$ cat config.mk
export PLATFORM = sky130hd
export DESIGN_NAME = bts_issue
export DESIGN_NICKNAME = d
export VERILOG_FILES = /design/src/bts_pkg.sv /design/src/bts_issue.sv
export SDC_FILE = /design/constraint.sdc
export NUM_CORES = 1
export LEC_CHECK = 0
export ABC_AREA = 1
export BUFFER_PORTS_ARGS = -buffer_cell sky130_fd_sc_hd__clkbuf_2
export CAP_MARGIN = 20
export CORE_ASPECT_RATIO = 1.1
export CORE_MARGIN = 2
export CORE_UTILIZATION = 30
export DETAILED_ROUTE_END_ITERATION = 8
export MAX_ROUTING_LAYER = met4
export PLACE_DENSITY = 0.65
export SYNTH_ARGS = -nofsm -noshare
export SYNTH_HDL_FRONTEND = slang
export SYNTH_SLANG_ARGS = --single-unit
$ cat constraint.sdc
create_clock -name clk -period 2.9 [get_ports clk]
set_input_delay 0.58 -clock clk [delete_from_list [all_inputs] [get_ports clk]]
set_output_delay 0.58 -clock clk [all_outputs]
set_load 0.01 [all_outputs]
$ cat src/bts_pkg.sv
`default_nettype none
// ----------------------------------------------------------------------------
// Bilinear texture sampler package
// Shared constants, status and request codes, and the structures that pass
// between the request front end, the memory sequencer and the blend pipeline.
// ----------------------------------------------------------------------------
package bts_pkg;

    // Texture geometry and coordinate format.
    localparam int MAX_WIDTH  = 256;
    localparam int MAX_HEIGHT = 256;
    localparam int FRAC_BITS  = 16;

    localparam int XW        = $clog2(MAX_WIDTH);
    localparam int YW        = $clog2(MAX_HEIGHT);
    localparam int ADDR_W    = XW + YW;
    localparam int TEX_DEPTH = MAX_WIDTH * MAX_HEIGHT;

    // Register and field widths.
    localparam int SIZE_W    = 9;
    localparam int COORD_W   = 18;
    localparam int CHAN_W    = 8;
    localparam int NUM_CH    = 3;
    localparam int TEXEL_W   = NUM_CH * CHAN_W;
    localparam int SAMPLE_W  = 16;
    localparam int STATUS_W  = 2;
    localparam int CFG_IDX_W = 1;

    // Datapath widths for the separable blend.
    localparam int WEIGHT_W = FRAC_BITS + 1;
    localparam int ROW_W    = CHAN_W + FRAC_BITS;
    localparam int ACC_W    = ROW_W + FRAC_BITS;
    localparam int OUT_LSB  = 2 * FRAC_BITS - CHAN_W;

    localparam logic [WEIGHT_W-1:0] ONE = {1'b1, {FRAC_BITS{1'b0}}};

    // Reset value of both size registers.
    localparam logic [SIZE_W-1:0] SIZE_RESET = SIZE_W'(256);

    // Four neighbor reads per sample.
    localparam int                  READS_PER_SAMPLE = 4;
    localparam int                  STEP_W           = $clog2(READS_PER_SAMPLE);
    localparam logic [STEP_W-1:0]   STEP_LAST        = STEP_W'(READS_PER_SAMPLE - 1);

    // Result queue sizing.
    localparam int RESULT_DEPTH = 8;
    localparam int RESULT_PTR_W = $clog2(RESULT_DEPTH);
    localparam int CREDIT_W     = RESULT_PTR_W + 1;

    // Request types.
    localparam logic REQ_WRITE  = 1'b0;
    localparam logic REQ_SAMPLE = 1'b1;

    // Configuration register indexes.
    localparam logic [CFG_IDX_W-1:0] CFG_WIDTH  = 1'b0;
    localparam logic [CFG_IDX_W-1:0] CFG_HEIGHT = 1'b1;

    // Result status codes.
    localparam logic [STATUS_W-1:0] STATUS_OK    = 2'd0;
    localparam logic [STATUS_W-1:0] STATUS_COORD = 2'd1;
    localparam logic [STATUS_W-1:0] STATUS_ADDR  = 2'd2;

    // Decoded request handed from the front end to the sequencer.
    typedef struct packed {
        logic                  sample;
        logic [STATUS_W-1:0]   status;
        logic [XW-1:0]         x;
        logic [YW-1:0]         y;
        logic [FRAC_BITS-1:0]  fx;
        logic [FRAC_BITS-1:0]  fy;
        logic [TEXEL_W-1:0]    texel;
    } job_t;

    // One memory slot worth of work handed to the blend pipeline.
    typedef struct packed {
        logic                  last;
        logic                  blend;
        logic [STATUS_W-1:0]   status;
        logic                  col;
        logic                  row;
        logic [WEIGHT_W-1:0]   wx;
        logic [WEIGHT_W-1:0]   wy;
    } token_t;

    // One finished result.
    typedef struct packed {
        logic [SAMPLE_W-1:0]   red;
        logic [SAMPLE_W-1:0]   green;
        logic [SAMPLE_W-1:0]   blue;
        logic [STATUS_W-1:0]   status;
    } result_t;

endpackage
`default_nettype wire

$ cat src/bts_issue.sv
`default_nettype none
// ----------------------------------------------------------------------------
// Bilinear texture sampler memory sequencer
// Drives the texel memory port: one write per in-range texel write, four neighbor
// reads per valid sample, and a token per slot for the blend pipeline. Starts a
// request only when the result queue has a free place for it.
// ----------------------------------------------------------------------------
module bts_issue (
    input  wire logic                           clk,
    input  wire logic                           rst_n,
    input  wire logic                           job_valid,
    input  wire bts_pkg::job_t                  job,
    output logic                                job_take,
    input  wire logic                           rsp_done,
    output logic                                mem_en,
    output logic                                mem_we,
    output logic [bts_pkg::ADDR_W-1:0]          mem_addr,
    output logic [bts_pkg::TEXEL_W-1:0]         mem_wdata,
    output logic                                token_valid,
    output bts_pkg::token_t                     token
);

    logic [bts_pkg::STEP_W-1:0]   step_reg;
    logic [bts_pkg::STEP_W-1:0]   step_next;
    logic [bts_pkg::CREDIT_W-1:0] credit_reg;
    logic [bts_pkg::CREDIT_W-1:0] credit_next;

    logic                         first;
    logic                         credit_ok;
    logic                         issue;
    logic                         last_step;
    logic                         col;
    logic                         row;
    logic                         write_ok;
    logic [bts_pkg::XW-1:0]       x2;
    logic [bts_pkg::YW-1:0]       y2;
    logic [bts_pkg::XW-1:0]       x_sel;
    logic [bts_pkg::YW-1:0]       y_sel;
    logic [bts_pkg::WEIGHT_W-1:0] fx_w;
    logic [bts_pkg::WEIGHT_W-1:0] fy_w;

    // Slot control: a new request needs a reserved place in the result queue.
    assign first     = step_reg == '0;
    assign credit_ok = credit_reg < bts_pkg::CREDIT_W'(bts_pkg::RESULT_DEPTH);
    assign issue     = job_valid && (!first || credit_ok);
    assign last_step = !job.sample || (step_reg == bts_pkg::STEP_LAST);
    assign job_take  = issue && last_step;
    assign write_ok  = !job.sample && (job.status == bts_pkg::STATUS_OK);

    // Neighbor selection: the upper neighbor exists only for a nonzero fraction.
    assign col   = step_reg[0];
    assign row   = step_reg[1];
    assign x2    = job.x + bts_pkg::XW'(job.fx != '0);
    assign y2    = job.y + bts_pkg::YW'(job.fy != '0);
    assign x_sel = col ? x2 : job.x;
    assign y_sel = row ? y2 : job.y;

    // Memory port.
    assign mem_en    = issue && (job.sample || write_ok);
    assign mem_we    = issue && write_ok;
    assign mem_addr  = {y_sel, x_sel};
    assign mem_wdata = job.texel;

    // Token with the axis weights of this neighbor.
    assign fx_w = {1'b0, job.fx};
    assign fy_w = {1'b0, job.fy};

    always_comb
    begin
        token        = '0;
        token.last   = last_step;
        token.blend  = job.sample;
        token.status = job.status;
        token.col    = col;
        token.row    = row;
        token.wx     = col ? fx_w : (bts_pkg::ONE - fx_w);
        token.wy     = row ? fy_w : (bts_pkg::ONE - fy_w);
    end

    assign token_valid = issue;

    // Step counter and result credit.
    always_comb
    begin
        step_next = step_reg;
        if (issue)
        begin
            step_next = last_step ? '0 : step_reg + bts_pkg::STEP_W'(1);
        end
        credit_next = credit_reg + bts_pkg::CREDIT_W'(issue && first)
                    - bts_pkg::CREDIT_W'(rsp_done);
    end

    always_ff @(posedge clk or negedge rst_n)
    begin
        if (!rst_n)
        begin
            step_reg   <= '0;
            credit_reg <= '0;
        end
        else
        begin
            step_reg   <= step_next;
            credit_reg <= credit_next;
        end
    end

`ifndef SYNTHESIS
    // Outstanding results never exceed the result queue.
    assert property (@(posedge clk) disable iff (!rst_n)
        credit_reg <= bts_pkg::CREDIT_W'(bts_pkg::RESULT_DEPTH))
    else $error("result credit above queue depth");

    // A sample in progress keeps its request until the last neighbor read.
    assert property (@(posedge clk) disable iff (!rst_n)
        (step_reg != '0) |-> (job_valid && job.sample))
    else $error("request lost in the middle of a sample");

    // A texel write always takes the first slot of a request.
    assert property (@(posedge clk) disable iff (!rst_n)
        mem_we |-> (first && job_take))
    else $error("texel write outside the first slot");
`endif

endmodule
`default_nettype wire

# After elaboration in Yosys (flattened, before gate mapping)
# Index checks and enable logic that the tools add are counted.
# op_classes
reduce_logical	15
addsub	7
n_mux	5
order_cmp	1
n_eq_ne	1
# op_table
op	n
2-to-1 mux 17 bit	2
subtractor 17 x 16 -> 17 bit, first input constant	2
nonzero test 16 bit	2
adder 8 x 1 -> 8 bit	2
2-to-1 mux 8 bit	2
logical AND 1 bit	6
adder 4 x 1 -> 4 bit	1
logical NOT 2 bit	2
less-than comparator 4 bit, second input constant	1
subtractor 4 x 1 -> 4 bit	1
logical OR 1 bit	3
adder 2 x 1 -> 2 bit, second input constant	1
== test 2 bit, second input constant	1
logical NOT 1 bit	2
2-to-1 mux 2 bit	1
# word_totals
inputBits	79
wordCells	31
register_bits	6

# Longest topological paths before layout
# depth
depth_word	7
ltp_mapped	14
depth_no_buf	13

# Worst setup path before layout
# OpenSTA, ideal clock, no wires.
# synth_timing
path_kind	input -> output
start	input job[24] (netlist name)
end	output mem_addr[10] (netlist name)
path_slack_ns	0.180
t_arrival_ns	2.140
t_required_ns	2.320
n_path_buf	0
cell_stages	12
path_cell_list	inv_1 -> ha_1 -> nand2_1 -> inv_2 -> nand3b_4 -> or2_1 -> ha_1 -> ha_1 -> nand3_1 -> inv_1 -> or2_2 -> inv_1
# synth_between
elab_chain_len	3
# synth_rtl
element	line	text
from (decl)	bts_issue.sv:12	input wire bts_pkg::job_t job,
nonzero test 16 bit	bts_issue.sv:54	assign y2 = job.y + bts_pkg::YW'(job.fy != '0);
adder 8 x 1 -> 8 bit	bts_issue.sv:54	
2-to-1 mux 8 bit	bts_issue.sv:56	assign y_sel = row ? y2 : job.y;
to (decl)	bts_issue.sv:17	output logic [bts_pkg::ADDR_W-1:0] mem_addr,
# No other way between the ends.

# Worst setup path after layout
# layout_timing
start	input job[47] (netlist name)
end	output mem_addr[2] (netlist name)
# layout_between
elab_chain_len	3
# layout_rtl
element	line	text
nonzero test 16 bit	bts_issue.sv:53	assign x2 = job.x + bts_pkg::XW'(job.fx != '0);
adder 8 x 1 -> 8 bit	bts_issue.sv:53	
2-to-1 mux 8 bit	bts_issue.sv:55	assign x_sel = col ? x2 : job.x;
# No other way between the ends.

==> metrics.csv <==
metric;value;unit
first-pass GRT wire length;7410;um
sequential share of power;12.3;%
Final WS setup;0.140;ns
hold crit path type;input port to asynchronous set/reset pin;
depth of the most critical reg-to-reg path;12;
Clock Skew;0.000632;ns
worst vdd rail ir drop;0.491;mV
Final nets;509;
WS Path Type;input port to output pin;
crit path time final;2.76;ns
leakage;1.53;nW
Port Buf Inserts;114;
RSZ-0062 raised after global routing;yes;
worst slew pin tran;0.300;ns
sequential share of the synthesized area;7.70;%
Clock Tree Buf Depth;2;
Tcrit/Tclk final;95.2;%
TritonCTS Buffers;3;
layout cells sized above 1;42.4;%
f_max;362;MHz
P_int;0.631;mW
Synth Instances;321;
num ports;163;
die height;88.6;um
largest net degree at the start of global routing;23;
synthesized flop and latch total;6;
Sw Share;51.3;%
antenna violations before repair;0;
post-place setup slack;-0.0377;ns
CTS root buffer;clkbuf_8;
HPWL after DPL;4430;um
average wire per standard cell;10.4;um
Comb pwr share;78.3;%
PD cells;504;nW/um^2
fin. max-slew vios;0;
Critical Path End Type;output pin;
worst-path maximum fanout;4;
total core area;6230;um^2
syn nets;413;
Final Setup Violations;0;
clock slew at reported path FFs;0.03;ns
Data arrival, critical path;2.18;ns
Distinct cells, synth;33;
via/cell ratio;4.56;
Hold Fails Final Rpt;0;
max FFs per register;4;
Post-Route WL;5140;um
Die W;80.9;um
drt drc;0;
Yosys warning count;0;
ANT nets after route;0;
synth-to-layout area growth;31.8;%
Placer Congestion;0.866;
die area;7160;um^2
startpoint types;input port;
status;finished clean;
TritonCTS clock tree;done;
Worst slew margin;79.9;%
total number of vias;2259;
switching power;0.665;mW
Congestion Overflow GR;0;
Initial Util;31.3;%
# H-tree levels;1;
Initial DRT Pass Iterations;4;
max_cap viols;0;
setup TNS;0;ns
mapped cell area;1950;um^2
Inserted Diodes;0;
worst skew pair latency;0.22;ns
placement row count;30;
post-synthesis average cell area;6.08;um^2
vias in the first global route;1740;
CTS Sinks;6;
gr usage total;13.0;%
FILL cells;647;
Initial DRC Count;71;
Crit path required time;2.32;ns
clock power share;9.4;%
==> synth_stat cells (all sizes together) <==
library cell	n	area share, %
o21ai	18	6.7
nand4	7	2.6
nand3b	4	2.2
xor2	14	6.3
nor3	4	2.4
dfrtp	6	7.7
fa	1	1.0
nor4	1	0.32
ha	12	7.7
buf	36	14
a21oi	4	1.0
or2	3	0.96
inv	42	8.3
nand3	18	4.6
xnor2	11	4.9
nand2	104	21
nor2	36	7.7
==> placed cells by master, fill, tap and decap left out, drive strengths merged <==
master / n
a21oi: 4
inv: 42
nand3: 18
o21ai: 18
nand3b: 4
nor2: 36
xnor2: 11
clkbuf: 115
fa: 1
buf: 15
nand2: 104
nor3: 4
dfrtp: 6
or2: 3
ha: 12
nor4: 1
xor2: 14
nand4: 7
==> cell families (layout without fill, tap and decap cells) <==
| group | after synthesis | in the layout | synth area share [%] |
|---|---|---|---|
| flip-flops | 6 | 6 | 7.70 |
| AO/OA/AOI/OAI | 22 | 22 | 7.76 |
| AND/OR/NAND/NOR | 177 | 177 | 42.0 |
| adder cells (fa/ha/maj) | 13 | 13 | 8.72 |
| XOR/XNOR | 25 | 25 | 11.2 |
| buffers and inverters | 78 | 172 | 22.6 |
==> through the flow <==
step	hold WS, ns	instances	power, mW	utilization [%]	area, um^2
after floorplan	0.284	321	0.890	-	1950
after global placement	0.413	490	1.15	38.9	2420
after detailed placement	0.414	490	1.17	38.9	2420
after CTS	0.179	494	1.30	39.8	2480
after global routing	0.176	495	1.44	41.2	2570
final	0.178	495	1.30	41.2	2570
==> worst max-delay path: stages <==
cell	delay [ns]
clkbuf_2	0.11
nor2_1	0.19
nand2_2	0.11
nor2_4	0.15
nand4_4	0.11
ha_2	0.22
ha_2	0.18
nand3_1	0.08
inv_1	0.06
or2_1	0.22
inv_1	0.05
clkbuf_2	0.12
==> per-layer routing <==
metal  global-route usage, %  wire length, um  vias to the layer above
met5                       -                0                        -
li1                        -                -                     1168
met4                    3.39               91                        0
met1                    15.9             2030                     1007
met3                    1.43              341                       20
met2                    22.5             2680                       64
==> power by group through the flow <==
stage | logic (mW) | clock network (mW) | registers, mW
global route | 1.14 | 0.136 | 0.167
floorplan | 0.731 | 0 | 0.159
finish | 1.01 | 0.122 | 0.159
global placement | 0.989 | 0 | 0.160
detailed placement | 1.01 | 0 | 0.161
CTS | 1.02 | 0.126 | 0.161
==> final timing paths <==
kind                                    startpoint                       to  slack (ns)
max                                        job[47]              mem_addr[2]        0.14
min in group clk           credit_reg[0]$_DFF_PN0_  credit_reg[0]$_DFF_PN0_        0.48
max reg2reg                step_reg[1]$_DFFE_PN0P_  credit_reg[2]$_DFF_PN0_        0.61
min                                          rst_n  credit_reg[3]$_DFF_PN0_        0.18
max in group asynchronous                    rst_n  credit_reg[1]$_DFF_PN0_        2.58
min reg2reg                credit_reg[0]$_DFF_PN0_  credit_reg[0]$_DFF_PN0_        0.48
==> timing repair <==
| item | in CTS | in global routing |
|---|---|---|
| resized for setup | 5 | 22 |
| buffers inserted | 1 | 1 |
| pin swaps | 1 | 8 |
| hold buffers | 0 | 0 |
| endpoints found under the setup margin | 1 | 6 |
==> layout make-up <==
class                      count  area [um^2]  share of cell area [%]
multi-input combinational    237         1430                    55.7
timing repair buffer         127          681                    26.5
inverter                      42          165                    6.43
sequential                     6          150                    5.84
tap                           80          100                    3.89
clock buffer                   3         41.3                    1.61
(Power assumes the default switching activity.)
