--- src/bts_pkg.sv ---
`default_nettype none
// ----------------------------------------------------------------------------
// Bilinear texture sampler package
// Shared constants, status and request codes, and the structures that pass
// between the request front end, the memory sequencer and the blend pipeline.
// ----------------------------------------------------------------------------
package bts_pkg;

    // Texture geometry and coordinate format.
    localparam int MAX_WIDTH  = 256;
    localparam int MAX_HEIGHT = 256;
    localparam int FRAC_BITS  = 16;

    localparam int XW        = $clog2(MAX_WIDTH);
    localparam int YW        = $clog2(MAX_HEIGHT);
    localparam int ADDR_W    = XW + YW;
    localparam int TEX_DEPTH = MAX_WIDTH * MAX_HEIGHT;

    // Register and field widths.
    localparam int SIZE_W    = 9;
    localparam int COORD_W   = 18;
    localparam int CHAN_W    = 8;
    localparam int NUM_CH    = 3;
    localparam int TEXEL_W   = NUM_CH * CHAN_W;
    localparam int SAMPLE_W  = 16;
    localparam int STATUS_W  = 2;
    localparam int CFG_IDX_W = 1;

    // Datapath widths for the separable blend.
    localparam int WEIGHT_W = FRAC_BITS + 1;
    localparam int ROW_W    = CHAN_W + FRAC_BITS;
    localparam int ACC_W    = ROW_W + FRAC_BITS;
    localparam int OUT_LSB  = 2 * FRAC_BITS - CHAN_W;

    localparam logic [WEIGHT_W-1:0] ONE = {1'b1, {FRAC_BITS{1'b0}}};

    // Reset value of both size registers.
    localparam logic [SIZE_W-1:0] SIZE_RESET = SIZE_W'(256);

    // Four neighbor reads per sample.
    localparam int                  READS_PER_SAMPLE = 4;
    localparam int                  STEP_W           = $clog2(READS_PER_SAMPLE);
    localparam logic [STEP_W-1:0]   STEP_LAST        = STEP_W'(READS_PER_SAMPLE - 1);

    // Result queue sizing.
    localparam int RESULT_DEPTH = 8;
    localparam int RESULT_PTR_W = $clog2(RESULT_DEPTH);
    localparam int CREDIT_W     = RESULT_PTR_W + 1;

    // Request types.
    localparam logic REQ_WRITE  = 1'b0;
    localparam logic REQ_SAMPLE = 1'b1;

    // Configuration register indexes.
    localparam logic [CFG_IDX_W-1:0] CFG_WIDTH  = 1'b0;
    localparam logic [CFG_IDX_W-1:0] CFG_HEIGHT = 1'b1;

    // Result status codes.
    localparam logic [STATUS_W-1:0] STATUS_OK    = 2'd0;
    localparam logic [STATUS_W-1:0] STATUS_COORD = 2'd1;
    localparam logic [STATUS_W-1:0] STATUS_ADDR  = 2'd2;

    // Decoded request handed from the front end to the sequencer.
    typedef struct packed {
        logic                  sample;
        logic [STATUS_W-1:0]   status;
        logic [XW-1:0]         x;
        logic [YW-1:0]         y;
        logic [FRAC_BITS-1:0]  fx;
        logic [FRAC_BITS-1:0]  fy;
        logic [TEXEL_W-1:0]    texel;
    } job_t;

    // One memory slot worth of work handed to the blend pipeline.
    typedef struct packed {
        logic                  last;
        logic                  blend;
        logic [STATUS_W-1:0]   status;
        logic                  col;
        logic                  row;
        logic [WEIGHT_W-1:0]   wx;
        logic [WEIGHT_W-1:0]   wy;
    } token_t;

    // One finished result.
    typedef struct packed {
        logic [SAMPLE_W-1:0]   red;
        logic [SAMPLE_W-1:0]   green;
        logic [SAMPLE_W-1:0]   blue;
        logic [STATUS_W-1:0]   status;
    } result_t;

endpackage
`default_nettype wire

--- src/bts_blend.sv ---
`default_nettype none
// ----------------------------------------------------------------------------
// Bilinear texture sampler blend pipeline
// Blends the four neighbors separably: each row is weighted along x, the two
// row sums are weighted along y, and the result is queued for the output.
// ----------------------------------------------------------------------------
module bts_blend (
    input  wire logic                          clk,
    input  wire logic                          rst_n,
    input  wire logic                          token_valid,
    input  wire bts_pkg::token_t               token,
    input  wire logic [bts_pkg::TEXEL_W-1:0]   mem_rdata,
    output logic                               rsp_valid,
    input  wire logic                          rsp_stall,
    output logic [bts_pkg::SAMPLE_W-1:0]       sample_red,
    output logic [bts_pkg::SAMPLE_W-1:0]       sample_green,
    output logic [bts_pkg::SAMPLE_W-1:0]       sample_blue,
    output logic [bts_pkg::STATUS_W-1:0]       status,
    output logic                               rsp_done
);

    localparam int PRODX_W = bts_pkg::CHAN_W + bts_pkg::WEIGHT_W;
    localparam int CH_RED   = 2;
    localparam int CH_GREEN = 1;
    localparam int CH_BLUE  = 0;

    // Pipeline tokens.
    logic            t1_valid_reg;
    bts_pkg::token_t t1_reg;
    logic            t2_valid_reg;
    bts_pkg::token_t t2_reg;
    logic            t3_valid_reg;
    logic            t3_valid_next;
    bts_pkg::token_t t3_reg;
    logic            t4_valid_reg;
    bts_pkg::token_t t4_reg;

    // Per channel datapath.
    logic [bts_pkg::ROW_W-1:0] prodx      [bts_pkg::NUM_CH];
    logic [bts_pkg::ROW_W-1:0] px_reg     [bts_pkg::NUM_CH];
    logic [bts_pkg::ROW_W-1:0] rowacc_reg [bts_pkg::NUM_CH];
    logic [bts_pkg::ROW_W-1:0] rowsum_reg [bts_pkg::NUM_CH];
    logic [bts_pkg::ACC_W-1:0] prody      [bts_pkg::NUM_CH];
    logic [bts_pkg::ACC_W-1:0] py_reg     [bts_pkg::NUM_CH];
    logic [bts_pkg::ACC_W-1:0] acc_reg    [bts_pkg::NUM_CH];
    logic [bts_pkg::ACC_W-1:0] total      [bts_pkg::NUM_CH];

    // Result queue.
    bts_pkg::result_t                 fifo_mem [bts_pkg::RESULT_DEPTH];
    logic [bts_pkg::RESULT_PTR_W-1:0] wr_ptr_reg;
    logic [bts_pkg::RESULT_PTR_W-1:0] rd_ptr_reg;
    logic [bts_pkg::CREDIT_W-1:0]     count_reg;
    logic [bts_pkg::CREDIT_W-1:0]     count_next;
    bts_pkg::result_t                 result;
    bts_pkg::result_t                 head;
    logic                             push;
    logic                             pop;

    // Weight each texel along x as its read data arrives.
    always_comb
    begin
        for (int c = 0; c < bts_pkg::NUM_CH; c++)
        begin
            prodx[c] = bts_pkg::ROW_W'(
                PRODX_W'(mem_rdata[c*bts_pkg::CHAN_W +: bts_pkg::CHAN_W])
                * PRODX_W'(t1_reg.wx));
        end
    end

    // Weight each row sum along y.
    always_comb
    begin
        for (int c = 0; c < bts_pkg::NUM_CH; c++)
        begin
            prody[c] = bts_pkg::ACC_W'(rowsum_reg[c]) * bts_pkg::ACC_W'(t3_reg.wy);
        end
    end

    // Only the second texel of a row, or a token without blending, goes on.
    assign t3_valid_next = t2_valid_reg && (!t2_reg.blend || t2_reg.col);

    // Final sum and the queued result.
    always_comb
    begin
        for (int c = 0; c < bts_pkg::NUM_CH; c++)
        begin
            total[c] = acc_reg[c] + py_reg[c];
        end
        result        = '0;
        result.status = t4_reg.status;
        if (t4_reg.blend)
        begin
            result.red   = total[CH_RED][bts_pkg::OUT_LSB +: bts_pkg::SAMPLE_W];
            result.green = total[CH_GREEN][bts_pkg::OUT_LSB +: bts_pkg::SAMPLE_W];
            result.blue  = total[CH_BLUE][bts_pkg::OUT_LSB +: bts_pkg::SAMPLE_W];
        end
    end

    assign push = t4_valid_reg && t4_reg.last;
    assign pop  = rsp_valid && !rsp_stall;

    assign count_next = count_reg + bts_pkg::CREDIT_W'(push) - bts_pkg::CREDIT_W'(pop);

    // Pipeline valid bits and queue pointers.
    always_ff @(posedge clk or negedge rst_n)
    begin
        if (!rst_n)
        begin
            t1_valid_reg <= 1'b0;
            t2_valid_reg <= 1'b0;
            t3_valid_reg <= 1'b0;
            t4_valid_reg <= 1'b0;
            wr_ptr_reg   <= '0;
            rd_ptr_reg   <= '0;
            count_reg    <= '0;
        end
        else
        begin
            t1_valid_reg <= token_valid;
            t2_valid_reg <= t1_valid_reg;
            t3_valid_reg <= t3_valid_next;
            t4_valid_reg <= t3_valid_reg;
            if (push)
            begin
                wr_ptr_reg <= wr_ptr_reg + bts_pkg::RESULT_PTR_W'(1);
            end
            if (pop)
            begin
                rd_ptr_reg <= rd_ptr_reg + bts_pkg::RESULT_PTR_W'(1);
            end
            count_reg <= count_next;
        end
    end

    // Pipeline payload.
    always_ff @(posedge clk)
    begin
        t1_reg <= token;
        t2_reg <= t1_reg;
        px_reg <= prodx;
        if (t3_valid_next)
        begin
            t3_reg <= t2_reg;
        end
        t4_reg <= t3_reg;
        py_reg <= prody;
        for (int c = 0; c < bts_pkg::NUM_CH; c++)
        begin
            if (t2_valid_reg && t2_reg.blend && !t2_reg.col)
            begin
                rowacc_reg[c] <= px_reg[c];
            end
            if (t3_valid_next)
            begin
                rowsum_reg[c] <= rowacc_reg[c] + px_reg[c];
            end
            if (t4_valid_reg && t4_reg.blend && !t4_reg.row)
            begin
                acc_reg[c] <= py_reg[c];
            end
        end
        if (push)
        begin
            fifo_mem[wr_ptr_reg] <= result;
        end
    end

    // Output transaction from the head of the queue.
    assign head         = fifo_mem[rd_ptr_reg];
    assign rsp_valid    = count_reg != '0;
    assign sample_red   = head.red;
    assign sample_green = head.green;
    assign sample_blue  = head.blue;
    assign status       = head.status;
    assign rsp_done     = pop;

`ifndef SYNTHESIS
    // The sequencer's credit keeps the queue from overflowing.
    assert property (@(posedge clk) disable iff (!rst_n)
        push |-> (count_reg < bts_pkg::CREDIT_W'(bts_pkg::RESULT_DEPTH)
                  || pop))
    else $error("result queue overflow");

    // A blended result closes on the far corner neighbor.
    assert property (@(posedge clk) disable iff (!rst_n)
        (push && t4_reg.blend) |-> (t4_reg.row && t4_reg.col))
    else $error("blended result taken before its last neighbor");
`endif

endmodule
`default_nettype wire

--- config.mk ---
export PLATFORM = sky130hd
export DESIGN_NAME = bts_blend
export DESIGN_NICKNAME = d
export VERILOG_FILES = /design/src/bts_pkg.sv /design/src/bts_blend.sv
export SDC_FILE = /design/constraint.sdc
export NUM_CORES = 2
export LEC_CHECK = 0
export ABC_AREA = 1
export BUFFER_PORTS_ARGS = -buffer_cell sky130_fd_sc_hd__buf_2
export CAP_MARGIN = 5
export CORE_MARGIN = 4
export CORE_UTILIZATION = 30
export DETAILED_ROUTE_END_ITERATION = 10
export PLACE_DENSITY = 0.46
export SYNTH_ARGS = -nofsm -noshare
export SYNTH_HDL_FRONTEND = slang
export SYNTH_SLANG_ARGS = --single-unit
--- constraint.sdc ---
create_clock -name clk -period 10.1 [get_ports clk]
set_clock_uncertainty 0.2 [all_clocks]
set_input_delay 1.515 -clock clk [delete_from_list [all_inputs] [get_ports clk]]
set_output_delay 1.515 -clock clk [all_outputs]
set_load 0.1 [all_outputs]
Word-level counts from Yosys, hierarchy flattened --
Memories as Yosys holds them, arrays and structs flattened. Cells that the tools add are included.
Storage, ports and cells: bits of input ports 68, memories kept 4, output and inout port bits 52, flip-flop bits (word level) 296, logic and storage cells 77, bits in writable memories 664
Memories:
- fifo_mem | depth 8, bits a word 50, rd ports 1, clocked after Yosys merged registers in 0, wr ports 1, line bts_blend.sv:49 | bts_pkg::result_t fifo_mem [bts_pkg::RESULT_DEPTH];
- acc_reg | depth 3, bits a word 40, rd ports 3, clocked after Yosys merged registers in 0, wr ports 3, line bts_blend.sv:45 | logic [bts_pkg::ACC_W-1:0] acc_reg [bts_pkg::NUM_CH];
- rowacc_reg | depth 3, bits a word 24, rd ports 3, clocked after Yosys merged registers in 0, wr ports 3, line bts_blend.sv:41 | logic [bts_pkg::ROW_W-1:0] rowacc_reg [bts_pkg::NUM_CH];
- rowsum_reg | depth 3, bits a word 24, rd ports 3, clocked after Yosys merged registers in 0, wr ports 3, line bts_blend.sv:42 | logic [bts_pkg::ROW_W-1:0] rowsum_reg [bts_pkg::NUM_CH];
Operators by class: $add $sub $neg 10, reduce and logical (&&, ||, !) cells 13, $mul 6, mux-type cells 9
Operators by type and width (count):
- 40-bit adder | 3
- 24-bit by 17-bit multiplier with 40-bit output | 3
- 24-bit adder | 3
- 8-bit by 17-bit multiplier with 24-bit output | 3
- 48-bit 2-to-1 mux | 1
- 1-bit 2-to-1 mux | 8
- 1-bit logical AND | 7
- 3-bit by 1-bit adder with 3-bit output, second input constant | 2
- 4-bit by 1-bit adder with 4-bit output | 1
- 1-bit logical NOT | 4
- 4-bit nonzero test | 1
- 4-bit by 1-bit subtractor with 4-bit output | 1
- 1-bit logical OR | 1

Logic depth before layout (Yosys ltp) --
depth in word-level cells 5, gate-level depth with buffers 29, gate-level depth less buffers 27

Worst setup path after synthesis --
Ideal clock, no wire load.
kind reg2reg, start register t2_valid_reg, end register t3_valid_reg, path buffers 0, setup slack 1.879 ns, library setup time 0.844 ns, stages on the path, launching flop included 2, data arrival time 7.178 ns, clock period less this slack 8.221 ns, data required time 9.056 ns, cells stage by stage dfrtp_1 -> a21boi_0
Between the ends: longest elaborated chain between the ends 1
Ends and longest elaborated chain:
- start, declared | line bts_blend.sv:30 | logic t2_valid_reg;
- start signal, assigned | line bts_blend.sv:120 | t2_valid_reg <= t1_valid_reg;
- 1-bit logical AND | line bts_blend.sv:80 | assign t3_valid_next = t2_valid_reg && (!t2_reg.blend || t2_reg.col);
- via t3_valid_next | line bts_blend.sv:33 | logic t3_valid_next;
- end signal, assigned | line bts_blend.sv:121 | t3_valid_reg <= t3_valid_next;
- end, declared | line bts_blend.sv:32 | logic t3_valid_reg;
The timed path passes the listed nets, and every way through them passes these cells. A chain may end at the register's enable or synchronous reset.

==> metrics.cfg <==
[critical_path]
worstReg2RegEnd=py_reg[38]
worstSetupStartpointType=flip-flop
cpMostUsedCell=fa_1
worst_path_largest_cell_delay_ns=0.72
r2r_start=t3_reg[8]
cp-startpoint=t3_reg[8]
worstPathRequired_ns=10.51
crit_type=reg -> reg
crit_end=py_reg[38]
worstPathCellList=buf_4, nand2_1, fa_1, inv_1, fa_1, inv_1, fa_1, inv_1, fa_1, fa_1, inv_1, fa_1, inv_1, ha_1, a21oi_1, o21ai_0, a21oi_1, nand3_1, nand2_1, nand2_1, nand2_1, nand2_1
cp_data_arrival_time_ns=7.26
end_kind=flip-flop
crit_fanout=61
worst_path_max_delay_cell=buf_4
rrSetupSlack_ns=3.25
reg2reg_depth=22

[detailed_routing]
drt-initial-drc-count=4143
antenna_left=0
drtPass1Iterations=6
wl_mm=262
via_count=71784
drcViolationCount=0
viasPerCell=4.43
wire_per_inst_um=16.2

[final_layout]
fillers=34445
largest_reg_flops=400
multi_input_area_mm2=0.0584
final_cell_area_mm2=0.106
drive_above_1_share=0.0399
fin_cells=16186
nNetsFinal=13755
final-seq-area_mm2=0.0262
area_growth_pct=9.06

[grt]
busiest_layer=met2
antenna_found_initial=2
grt_overflow=0
grt_util_met2=0.252
grt_use_met1=0.238
grt_max_degree=128
track_usage=0.159
grt_use_met3=0.0165
grt_pass1_wl_mm=425
grt_pass1_vias=74956

[timing]
tightest_slew_ns=1.31
slew-limit-headroom=0.127
period_share=0.678
fmax_mhz=146
drv_slew=0
hold_viol=0
finalSetupViolCount=0
fin_tns_setup_ns=0
layout_min_cycle_time_ns=6.85
setup_ws_ns=3.25
rsz0062_at_grt=false

[clocking]
cts_made_buffers=112
clk_path_buf_depth=3
clockRootBuffer=clkbuf_16
cts_resized=0
cts_tree=built
cts_htree_levels=3
path_clk_slew_ns=0.07
holdBufCountCts=0
post-cts-setup-buffers=0
clock-sinks=960
clk_latency_ns=0.79

[yosys]
postSynthCellCount=11913
synth_top_flop_cell=edfxtp_1
netlist_area_mm2=0.0970
synth_top_cell_area_share=0.259
synth_area_leader_cell=fa_1
ys_seq_area_frac=0.270
syn-num-nets=13888
ys_ff_latch=960
synthTopCellsByArea=fa_1 (26%), edfxtp_1 (21%), nand2_1 (12%)
synth_edf_count=686
avgSynthCellArea_um2=8.14
postSynth.asyncResetShare=0.0146
synth_cell_types=50
yosys_warnings=0

[flow_run]
drv_cap=0

[placed_design]
pre_cts_ws_ns=3.32
dp_hpwl_mm=194
portBuffers=119
post_dp_cell_area_mm2=0.102
place.gp.congestion=0.862
dpl.cell_count=15971

[die]
dieArea_mm2=0.333
core_area_mm2=0.321
die_y_um=577
start_util=0.302
die_x_um=577
pin_count=120
fp-row-count=208

[status]
status=completed

[min_path]
min_path_type=reg -> reg

-- layout make-up --
type                    count  area share
clock buffers             134      0.0279
flip-flops and latches    960       0.247
multi-input cells        7641       0.552
repair buffers            197      0.0119
inverters                2868       0.102
clock inverters            79     0.00790
diodes                      2   0.0000473
well taps                4305      0.0509
-- worst max-delay path, delay by kind of cell (launching register included) --
kind                     cells  cell delay, ns
adder cells (fa/ha/maj)      7            3.39
buffers and inverters        6            0.97
AND/OR/NAND/NOR              6            0.66
AO/OA/AOI/OAI                3            0.66
flip-flops                   1            0.64
-- cells in the mapped netlist (all sizes together), types with 2 or more instances --
master,instances
buf,45
nor2,951
clkbuf,399
o21a,20
o21bai,39
and2,3
a31oi,59
a21boi,22
a21o,22
fa,1255
o311ai,4
inv,2868
nand2,3186
nor4,7
nand3b,4
o22ai,50
dfxtp,260
xor2,135
dfrtp,14
nor3,56
nand3,272
o31a,2
o211ai,4
xnor2,62
ha,652
nand4,54
edfxtp,686
a21oi,388
or2,4
o21ai,386
and3,2
-- worst min path at each step --
stage	from	endpoint	slack, ns	depth (start not counted)
final	t1_reg[35]	t2_reg[35]	0.12	0
after global routing	t1_reg[38]	t2_reg[38]	0.13	0
after global placement	t1_reg[38]	t2_reg[38]	0.11	0
after detailed placement	t1_reg[36]	t2_reg[36]	0.11	0
after floorplan	t1_reg[0]	t2_reg[0]	0.11	0
after CTS	t1_reg[10]	t2_reg[10]	0.12	0
-- logic make-up (layout without fill, tap and decap cells) --
family                   after synthesis  after routing  synth area share
flip-flops                           960            960             0.270
buffers and inverters               3312           3278             0.129
AO/OA/AOI/OAI                        997            997            0.0568
AND/OR/NAND/NOR                     4540           4540             0.184
other                                  0              2                 0
adder cells (fa/ha/maj)             1907           1907             0.343
XOR/XNOR                             197            197            0.0178
-- stage by stage --
stage	util	hold WS, ns
3_5_place_dp	0.317	0.112
3_3_place_gp	0.317	0.110
2_1_floorplan	-	0.110
5_1_grt	0.329	0.131
6_report	0.329	0.123
4_1_cts	0.329	0.124
-- placed cells by master (no fill, tap or decap), types with 119 or more instances in the layout --
cell type,count
buf_2,119
fa_1,1255
inv_1,2862
a21oi_1,387
nor2_1,914
nand3_1,269
edfxtp_1,686
nand2_1,3171
o21ai_0,342
ha_1,652
dfxtp_1,259
xor2_1,135
-- metal layers --
layer / up-vias / share of wire
li1: 35346 / -
met5: - / 0
met4: 0 / 0.012
met2: 1177 / 0.44
met1: 35049 / 0.51
met3: 212 / 0.041
Power is not shown: default switching activity piles up to over one toggle a cycle in this logic, so the estimate is an artifact.
