--- config.mk ---
export PLATFORM = sky130hd
export DESIGN_NAME = bts_front
export DESIGN_NICKNAME = d
export VERILOG_FILES = /design/src/bts_pkg.sv /design/src/bts_front.sv
export SDC_FILE = /design/constraint.sdc
export NUM_CORES = 1
export LEC_CHECK = 0
export BUFFER_PORTS_ARGS = -buffer_cell sky130_fd_sc_hd__buf_2
export CELL_PAD_IN_SITES_DETAIL_PLACEMENT = 1
export CELL_PAD_IN_SITES_GLOBAL_PLACEMENT = 1
export CORE_MARGIN = 2
export CORE_UTILIZATION = 48
export DETAILED_ROUTE_END_ITERATION = 6
export GPL_TIMING_DRIVEN = 1
export HOLD_SLACK_MARGIN = 0.08
export PLACE_DENSITY_LB_ADDON = 0.1
export SLEW_MARGIN = 20
export SYNTH_ARGS = -nofsm -noshare
export SYNTH_HDL_FRONTEND = slang
export SYNTH_SLANG_ARGS = --single-unit
export TNS_END_PERCENT = 10
--- constraint.sdc ---
create_clock -name clk -period 8.3 [get_ports clk]
set_clock_uncertainty 0.15 [all_clocks]
set_input_delay 1.66 -clock clk [delete_from_list [all_inputs] [get_ports clk]]
set_output_delay 1.66 -clock clk [all_outputs]
set_load 0.01 [all_outputs]
--- src/bts_pkg.sv ---
`default_nettype none
// ----------------------------------------------------------------------------
// Bilinear texture sampler package
// Shared constants, status and request codes, and the structures that pass
// between the request front end, the memory sequencer and the blend pipeline.
// ----------------------------------------------------------------------------
package bts_pkg;

    // Texture geometry and coordinate format.
    localparam int MAX_WIDTH  = 256;
    localparam int MAX_HEIGHT = 256;
    localparam int FRAC_BITS  = 16;

    localparam int XW        = $clog2(MAX_WIDTH);
    localparam int YW        = $clog2(MAX_HEIGHT);
    localparam int ADDR_W    = XW + YW;
    localparam int TEX_DEPTH = MAX_WIDTH * MAX_HEIGHT;

    // Register and field widths.
    localparam int SIZE_W    = 9;
    localparam int COORD_W   = 18;
    localparam int CHAN_W    = 8;
    localparam int NUM_CH    = 3;
    localparam int TEXEL_W   = NUM_CH * CHAN_W;
    localparam int SAMPLE_W  = 16;
    localparam int STATUS_W  = 2;
    localparam int CFG_IDX_W = 1;

    // Datapath widths for the separable blend.
    localparam int WEIGHT_W = FRAC_BITS + 1;
    localparam int ROW_W    = CHAN_W + FRAC_BITS;
    localparam int ACC_W    = ROW_W + FRAC_BITS;
    localparam int OUT_LSB  = 2 * FRAC_BITS - CHAN_W;

    localparam logic [WEIGHT_W-1:0] ONE = {1'b1, {FRAC_BITS{1'b0}}};

    // Reset value of both size registers.
    localparam logic [SIZE_W-1:0] SIZE_RESET = SIZE_W'(256);

    // Four neighbor reads per sample.
    localparam int                  READS_PER_SAMPLE = 4;
    localparam int                  STEP_W           = $clog2(READS_PER_SAMPLE);
    localparam logic [STEP_W-1:0]   STEP_LAST        = STEP_W'(READS_PER_SAMPLE - 1);

    // Result queue sizing.
    localparam int RESULT_DEPTH = 8;
    localparam int RESULT_PTR_W = $clog2(RESULT_DEPTH);
    localparam int CREDIT_W     = RESULT_PTR_W + 1;

    // Request types.
    localparam logic REQ_WRITE  = 1'b0;
    localparam logic REQ_SAMPLE = 1'b1;

    // Configuration register indexes.
    localparam logic [CFG_IDX_W-1:0] CFG_WIDTH  = 1'b0;
    localparam logic [CFG_IDX_W-1:0] CFG_HEIGHT = 1'b1;

    // Result status codes.
    localparam logic [STATUS_W-1:0] STATUS_OK    = 2'd0;
    localparam logic [STATUS_W-1:0] STATUS_COORD = 2'd1;
    localparam logic [STATUS_W-1:0] STATUS_ADDR  = 2'd2;

    // Decoded request handed from the front end to the sequencer.
    typedef struct packed {
        logic                  sample;
        logic [STATUS_W-1:0]   status;
        logic [XW-1:0]         x;
        logic [YW-1:0]         y;
        logic [FRAC_BITS-1:0]  fx;
        logic [FRAC_BITS-1:0]  fy;
        logic [TEXEL_W-1:0]    texel;
    } job_t;

    // One memory slot worth of work handed to the blend pipeline.
    typedef struct packed {
        logic                  last;
        logic                  blend;
        logic [STATUS_W-1:0]   status;
        logic                  col;
        logic                  row;
        logic [WEIGHT_W-1:0]   wx;
        logic [WEIGHT_W-1:0]   wy;
    } token_t;

    // One finished result.
    typedef struct packed {
        logic [SAMPLE_W-1:0]   red;
        logic [SAMPLE_W-1:0]   green;
        logic [SAMPLE_W-1:0]   blue;
        logic [STATUS_W-1:0]   status;
    } result_t;

endpackage
`default_nettype wire

--- src/bts_front.sv ---
`default_nettype none
// ----------------------------------------------------------------------------
// Bilinear texture sampler front end
// Holds the size registers, registers each request transaction, checks it and
// scales sample coordinates into a texel position and fraction.
// ----------------------------------------------------------------------------
module bts_front (
    input  wire logic                                clk,
    input  wire logic                                rst_n,
    input  wire logic                                cfg_valid,
    input  wire logic [bts_pkg::CFG_IDX_W-1:0]       cfg_index,
    input  wire logic [bts_pkg::SIZE_W-1:0]          cfg_data,
    input  wire logic                                req_valid,
    output logic                                     req_stall,
    input  wire logic                                req_type,
    input  wire logic [bts_pkg::XW-1:0]              texel_x,
    input  wire logic [bts_pkg::YW-1:0]              texel_y,
    input  wire logic [bts_pkg::CHAN_W-1:0]          texel_red,
    input  wire logic [bts_pkg::CHAN_W-1:0]          texel_green,
    input  wire logic [bts_pkg::CHAN_W-1:0]          texel_blue,
    input  wire logic signed [bts_pkg::COORD_W-1:0]  coord_u,
    input  wire logic signed [bts_pkg::COORD_W-1:0]  coord_v,
    output logic                                     job_valid,
    output bts_pkg::job_t                            job,
    input  wire logic                                job_take
);

    localparam int PX_W = bts_pkg::WEIGHT_W + bts_pkg::XW;
    localparam int PY_W = bts_pkg::WEIGHT_W + bts_pkg::YW;
    localparam logic signed [bts_pkg::COORD_W-1:0] COORD_ONE =
        bts_pkg::COORD_W'(bts_pkg::ONE);

    // Size registers.
    logic [bts_pkg::SIZE_W-1:0] tex_width_reg;
    logic [bts_pkg::SIZE_W-1:0] tex_height_reg;

    // Input stage.
    logic                               s0_valid_reg;
    logic                               s0_valid_next;
    logic                               s0_type_reg;
    logic [bts_pkg::XW-1:0]             s0_x_reg;
    logic [bts_pkg::YW-1:0]             s0_y_reg;
    logic [bts_pkg::TEXEL_W-1:0]        s0_texel_reg;
    logic signed [bts_pkg::COORD_W-1:0] s0_u_reg;
    logic signed [bts_pkg::COORD_W-1:0] s0_v_reg;

    // Decoded stage.
    logic          s1_valid_reg;
    logic          s1_valid_next;
    bts_pkg::job_t job_reg;
    bts_pkg::job_t job_next;

    logic req_accept;
    logic s1_free;
    logic s0_move;

    logic [bts_pkg::SIZE_W-1:0]   w_eff;
    logic [bts_pkg::SIZE_W-1:0]   h_eff;
    logic [bts_pkg::XW-1:0]       w_m1;
    logic [bts_pkg::YW-1:0]       h_m1;
    logic                         u_bad;
    logic                         v_bad;
    logic                         x_bad;
    logic                         y_bad;
    logic [bts_pkg::WEIGHT_W-1:0] u_mag;
    logic [bts_pkg::WEIGHT_W-1:0] v_flip;
    logic [PX_W-1:0]              px;
    logic [PY_W-1:0]              py;

    // Handshake between the input stage and the decoded stage.
    assign s1_free    = !s1_valid_reg || job_take;
    assign s0_move    = s0_valid_reg && s1_free;
    assign req_stall  = s0_valid_reg && !s1_free;
    assign req_accept = req_valid && !req_stall;

    assign s0_valid_next = req_accept || (s0_valid_reg && !s1_free);
    assign s1_valid_next = s0_move || (s1_valid_reg && !job_take);

    // Effective sizes: zero acts as one, anything above the maximum is clamped.
    always_comb
    begin
        if (tex_width_reg == '0)
        begin
            w_eff = bts_pkg::SIZE_W'(1);
        end
        else if (tex_width_reg > bts_pkg::SIZE_W'(bts_pkg::MAX_WIDTH))
        begin
            w_eff = bts_pkg::SIZE_W'(bts_pkg::MAX_WIDTH);
        end
        else
        begin
            w_eff = tex_width_reg;
        end

        if (tex_height_reg == '0)
        begin
            h_eff = bts_pkg::SIZE_W'(1);
        end
        else if (tex_height_reg > bts_pkg::SIZE_W'(bts_pkg::MAX_HEIGHT))
        begin
            h_eff = bts_pkg::SIZE_W'(bts_pkg::MAX_HEIGHT);
        end
        else
        begin
            h_eff = tex_height_reg;
        end
    end

    assign w_m1 = bts_pkg::XW'(w_eff - bts_pkg::SIZE_W'(1));
    assign h_m1 = bts_pkg::YW'(h_eff - bts_pkg::SIZE_W'(1));

    // Range checks for both request types.
    assign u_bad = s0_u_reg[bts_pkg::COORD_W-1] || (s0_u_reg > COORD_ONE);
    assign v_bad = s0_v_reg[bts_pkg::COORD_W-1] || (s0_v_reg > COORD_ONE);
    assign x_bad = bts_pkg::SIZE_W'(s0_x_reg) >= w_eff;
    assign y_bad = bts_pkg::SIZE_W'(s0_y_reg) >= h_eff;

    // Scale u and the flipped v by size minus one.
    assign u_mag  = s0_u_reg[bts_pkg::FRAC_BITS:0];
    assign v_flip = bts_pkg::ONE - s0_v_reg[bts_pkg::FRAC_BITS:0];
    assign px     = PX_W'(u_mag) * PX_W'(w_m1);
    assign py     = PY_W'(v_flip) * PY_W'(h_m1);

    // Build the decoded request.
    always_comb
    begin
        job_next       = '0;
        job_next.texel = s0_texel_reg;
        if (s0_type_reg == bts_pkg::REQ_SAMPLE)
        begin
            if (u_bad || v_bad)
            begin
                job_next.status = bts_pkg::STATUS_COORD;
            end
            else
            begin
                job_next.sample = 1'b1;
                job_next.status = bts_pkg::STATUS_OK;
                job_next.x      = px[bts_pkg::FRAC_BITS +: bts_pkg::XW];
                job_next.y      = py[bts_pkg::FRAC_BITS +: bts_pkg::YW];
                job_next.fx     = px[bts_pkg::FRAC_BITS-1:0];
                job_next.fy     = py[bts_pkg::FRAC_BITS-1:0];
            end
        end
        else
        begin
            job_next.x = s0_x_reg;
            job_next.y = s0_y_reg;
            if (x_bad || y_bad)
            begin
                job_next.status = bts_pkg::STATUS_ADDR;
            end
            else
            begin
                job_next.status = bts_pkg::STATUS_OK;
            end
        end
    end

    // Control state.
    always_ff @(posedge clk or negedge rst_n)
    begin
        if (!rst_n)
        begin
            tex_width_reg  <= bts_pkg::SIZE_RESET;
            tex_height_reg <= bts_pkg::SIZE_RESET;
            s0_valid_reg   <= 1'b0;
            s1_valid_reg   <= 1'b0;
        end
        else
        begin
            if (cfg_valid)
            begin
                unique case (cfg_index)
                    bts_pkg::CFG_WIDTH:  tex_width_reg  <= cfg_data;
                    bts_pkg::CFG_HEIGHT: tex_height_reg <= cfg_data;
                endcase
            end
            s0_valid_reg <= s0_valid_next;
            s1_valid_reg <= s1_valid_next;
        end
    end

    // Payload registers.
    always_ff @(posedge clk)
    begin
        if (req_accept)
        begin
            s0_type_reg  <= req_type;
            s0_x_reg     <= texel_x;
            s0_y_reg     <= texel_y;
            s0_texel_reg <= {texel_red, texel_green, texel_blue};
            s0_u_reg     <= coord_u;
            s0_v_reg     <= coord_v;
        end
        if (s0_move)
        begin
            job_reg <= job_next;
        end
    end

    assign job_valid = s1_valid_reg;
    assign job       = job_reg;

endmodule
`default_nettype wire

* Word level (Yosys, flattened, before mapping)
Cells that the tools add are included.
Widths: inputs -> output; s select.
** Storage, ports and cells
- Register bits after elaboration :: 172
- Word-level logic and storage cells :: 59
** Cells by class
- Bitwise operators :: 2
- Reductions and logical operators :: 20
- Magnitude comparators :: 6
- Multiplexer cells :: 9
- Add/subtract/negate cells :: 3
- $mul :: 2
** Operators with widths (count)
- $mul 17x8->24 :: 2
- $mux 48 :: 1
- $gt 18x18->1 const B :: 2
- $mux 9 :: 4
- $ge 8x9->1 :: 2
- $gt 9x9->1 const B :: 2
- $logic_not 9->1 :: 2
- $mux 18 :: 1
- $sub 17x17->17 const A :: 1
- $sub 8x1->8 const B :: 2
- $logic_or 1x1->1 :: 7
- $logic_and 1x1->1 :: 4
- $logic_not 1->1 :: 4
- $reduce_and 2->1 :: 2
- $mux 1 :: 2
- $mux 2 :: 1
- $not 1->1 :: 2
- $reduce_or 2->1 :: 1

* Depth between registers and ports, before layout
- Depth after elaboration :: 7
- Depth in mapped cells :: 29

* Worst setup path before layout
OpenSTA, ideal clock, no wires.
- Path kind :: flip-flop to flip-flop
- Start point :: register tex_width_reg[3] (netlist name)
- End point :: register job_reg (netlist bit job[67]) (data pin)
- Period minus slack after synthesis :: 6.819 ns
- Slack :: 1.481 ns
- Stages on the path, launching flop included :: 26
- Data arrival time :: 6.395 ns
- Library setup time :: 0.274 ns
- Path buffers :: 2
- Path through :: dfrtp_1 > or4_1 > or3_1 > nor2_1 > o21bai_1 > clkbuf_1 > ha_1 > nand3_1 > nand3b_1 > xor2_1 > clkbuf_1 > and2_1 > fa_1 > fa_1 > fa_1 > inv_1 > fa_1 > inv_1 > ha_1 > a21o_1 > a31o_2 > a21oi_1 > o21bai_1 > a211oi_1 > xor2_1 > o22ai_1
** RTL lines
- from (decl) :: line bts_front.sv:34 : logic [bts_pkg::SIZE_W-1:0] tex_width_reg;
- from (signal assigned) :: line bts_front.sv:165 : tex_width_reg <= bts_pkg::SIZE_RESET;
- from (signal assigned) :: line bts_front.sv:175 : bts_pkg::CFG_WIDTH: tex_width_reg <= cfg_data;
- to (signal assigned) :: line bts_front.sv:198 : job_reg <= job_next;
- to (decl) :: line bts_front.sv:50 : bts_pkg::job_t job_reg;

==> key figures <==
Clock network
  • CTS root buf: clkbuf_16
  • Hold_buf cts: 0
  • CTS tree: yes
  • CTS Buf Count: 17
  • Max clock buf depth: 2
  • Clock Latency Late Sink: 0.45 ns
  • Reg clk slew, reported paths: 0.07 ns
  • Postcts setup bufs: 0
  • TritonCTS Sinks: 172
  • CTS resizes: 0
  • Max H-tree Level: 4

Logic synthesis
  • Asr flop ratio synth: 11.6%
  • Sequential-to-total area share from yosys stat: 34.0%
  • FF+latch count, synth: 172
  • Cell count after synthesis: 1379
  • Main combinational cell family by area after synthesis: adder cells
  • Compound-Gate Fraction of Synth Area: 6.14%
  • Post-synth net total: 1754
  • Post-synth EDFFs: 152
  • XOR/XNOR share of the synthesized area: 3.76%
  • Multiplexer share of the synthesized area: 1.36%
  • Area share of fa/ha/maj cells after synthesis: 32.7%
  • Distinct cells, synth: 55
  • Yosys warns: 0
  • Syn Area/Cell: 10.8 µm²
  • Synth Cell Area: 14900 µm²
  • Post-synthesis simple-gate area fraction: 15.6%
  • Main synth FF type: edfxtp_1

Global routing
  • Number of global-route vias before repair: 11800
  • GRT Residual Overflow: 0
  • Initial antenna violation count: 0
  • Largest net degree at the start of global routing: 78
  • GR Util All Layers: 24.7%
  • Global-route wire length before repair: 62600 µm

Die
  • Core outline area: 30600 µm²
  • Die W: 180 µm
  • Effective utilization at floorplan: 48.7%
  • # IOs: 169
  • Die area: 32500 µm²
  • Die height: 180 µm
  • Row count: 64

Timing
  • Final hold violations: 0
  • Min Clock Period, post-route: 7.26 ns
  • Fmax: 138 MHz
  • Final WS setup: 1.04 ns
  • Unrepaired setup endpoints after global routing: no
  • Setup_tns: 0 ns
  • Final setup viols: 0
  • Worst Tran Pin Value: 1.03 ns
  • Hold WS: 0.260 ns
  • Slew Limit Fails: 0
  • Crit share post-route: 87.5%
  • Slew HR: 31.5%

Route
  • Vias: 10500
  • 1st-pass router iterations: 5
  • Via density: 5.36
  • WL/cell: 19.4 µm
  • DRT antenna net count: 0
  • First DRT Iteration DRCs: 427
  • DRC viols: 0
  • DRT Wirelength: 38000 µm

Cells and area
  • Non-filler instance count after layout: 1956
  • Nets@finish: 1922
  • Ant. Diodes: 0
  • Share of layout cells above drive strength 1: 17.1%
  • Syn-to-layout area delta: 13.0%
  • Max FFs per register: 75

Worst hold path
  • HP Class: flip-flop to flip-flop

Placed design
  • DP Wirelength: 29200 µm
  • RePlAce Congestion: 0.810
  • Pre-CTS setup slack: 1.09 ns
  • IO buf count: 168
  • Dpl cells: 1922

Worst setup path
  • CP required: 8.47 ns
  • Critical Path Max Stage Delay: 0.59 ns
  • Critical path capture point type: flip-flop
  • Critical path fanouts, max: 17
  • Setup CP Type: flip-flop to flip-flop
  • Worst Path Arrival: 7.43 ns
  • Critical Path Start Type: flip-flop
  • CP max stage cell: o21ai_0

Run status
  • Status: completed

Flow run
  • Max Cap Viol: 0
-- kinds of logic (layout without fill, tap and decap cells) --
family | Yosys count | after routing
muxes | 18 | 18
adders and majority gates | 283 | 283
xor gates and xnor gates | 64 | 64
DFF | 172 | 172
and+or+nand+nor | 443 | 443
AOI/OAI and AO/OA | 141 | 141
buffers and inverters | 258 | 439
-- final cells by class --
class                      count  area [µm²]
tap                          396         495
clock inverter                13        97.6
multi-input combinational    949        8880
inverter                     225         845
timing repair buffer         182         986
sequential                   172        5070
fill                        3420       13700
clock buffer                  19         475
-- worst max-delay path, delay by kind of cell (launching register included) --
kind / cells / cell delay, ns
fa+ha+maj: 6 / 2.73
flops: 1 / 0.48
buf+inv: 6 / 0.68
simple gates: 6 / 1.36
compound gates: 9 / 1.73
-- Yosys cell counts (7+ instances only) --
cell type | n | area [µm²]
mux2_2 | 18 | 203
dfrtp_1 | 18 | 450
ha_1 | 105 | 1310
o21a_1 | 7 | 52.6
nor2b_1 | 31 | 194
or2_2 | 18 | 113
nand2_1 | 72 | 270
inv_1 | 223 | 837
nor4_1 | 7 | 43.8
a31oi_1 | 8 | 50.1
and3_1 | 11 | 68.8
nor3_1 | 16 | 80.1
clkbuf_1 | 30 | 113
edfxtp_1 | 152 | 4560
and2_1 | 73 | 457
o21ai_0 | 31 | 155
fa_1 | 178 | 3560
o22ai_1 | 14 | 87.6
nor2_1 | 129 | 484
xor2_1 | 35 | 307
nand2b_1 | 60 | 375
a21oi_1 | 32 | 160
a21o_1 | 13 | 97.6
xnor2_1 | 29 | 254
-- cell usage in the layout, fill, tap and decap left out, types with 3 or more instances in the layout --
master / count
a211oi_1: 6
a21o_1: 13
a21oi_1: 32
a311oi_1: 3
a31o_2: 4
a31oi_1: 8
and2_1: 71
and3_1: 11
and4_1: 3
buf_2: 168
buf_4: 12
clkbuf_16: 19
clkinv_2: 3
dfrtp_1: 18
edfxtp_1: 152
fa_1: 178
ha_1: 105
inv_1: 223
inv_4: 3
inv_6: 4
mux2_2: 18
nand2_1: 72
nand2b_1: 60
nand3_1: 5
nor2_1: 129
nor2b_1: 31
nor3_1: 16
nor4_1: 7
o211ai_1: 4
o21a_1: 7
o21ai_0: 31
o21bai_1: 4
o22ai_1: 14
o41ai_1: 6
or2_2: 18
or4_1: 3
xnor2_1: 29
xor2_1: 35
-- layer usage --
layer  global-route usage [%]  wire [µm]
met5                        0          0
met4                     6.65        654
met3                     4.45       1690
met2                     42.3      18800
met1                     32.3      16800
-- through the flow --
stage               utilization [%]  area [µm²]
floorplan                         -       14900
global placement               53.0       16200
detailed placement             53.0       16200
CTS                            54.9       16800
global route                   55.1       16800
finish                         55.1       16800
-- final timing paths --
check / from / endpoint / slack, ns / cells past startpoint
worst max register to register: tex_height_reg[3] / job[63] / 1.04 / 27
worst min-delay path: s0_texel_reg[23] / job[23] / 0.26 / 0
min in group asynchronous: rst_n / tex_height_reg[6] / 1.00 / 1
max in group asynchronous: rst_n / tex_width_reg[8] / 6.65 / 1
worst min register to register: s0_texel_reg[23] / job[23] / 0.26 / 0
worst max-delay path: tex_height_reg[3] / job[63] / 1.04 / 27
Power is left out: the tool's default activity adds up to more than one toggle a clock period on the data nets, which glitch-free logic cannot reach.
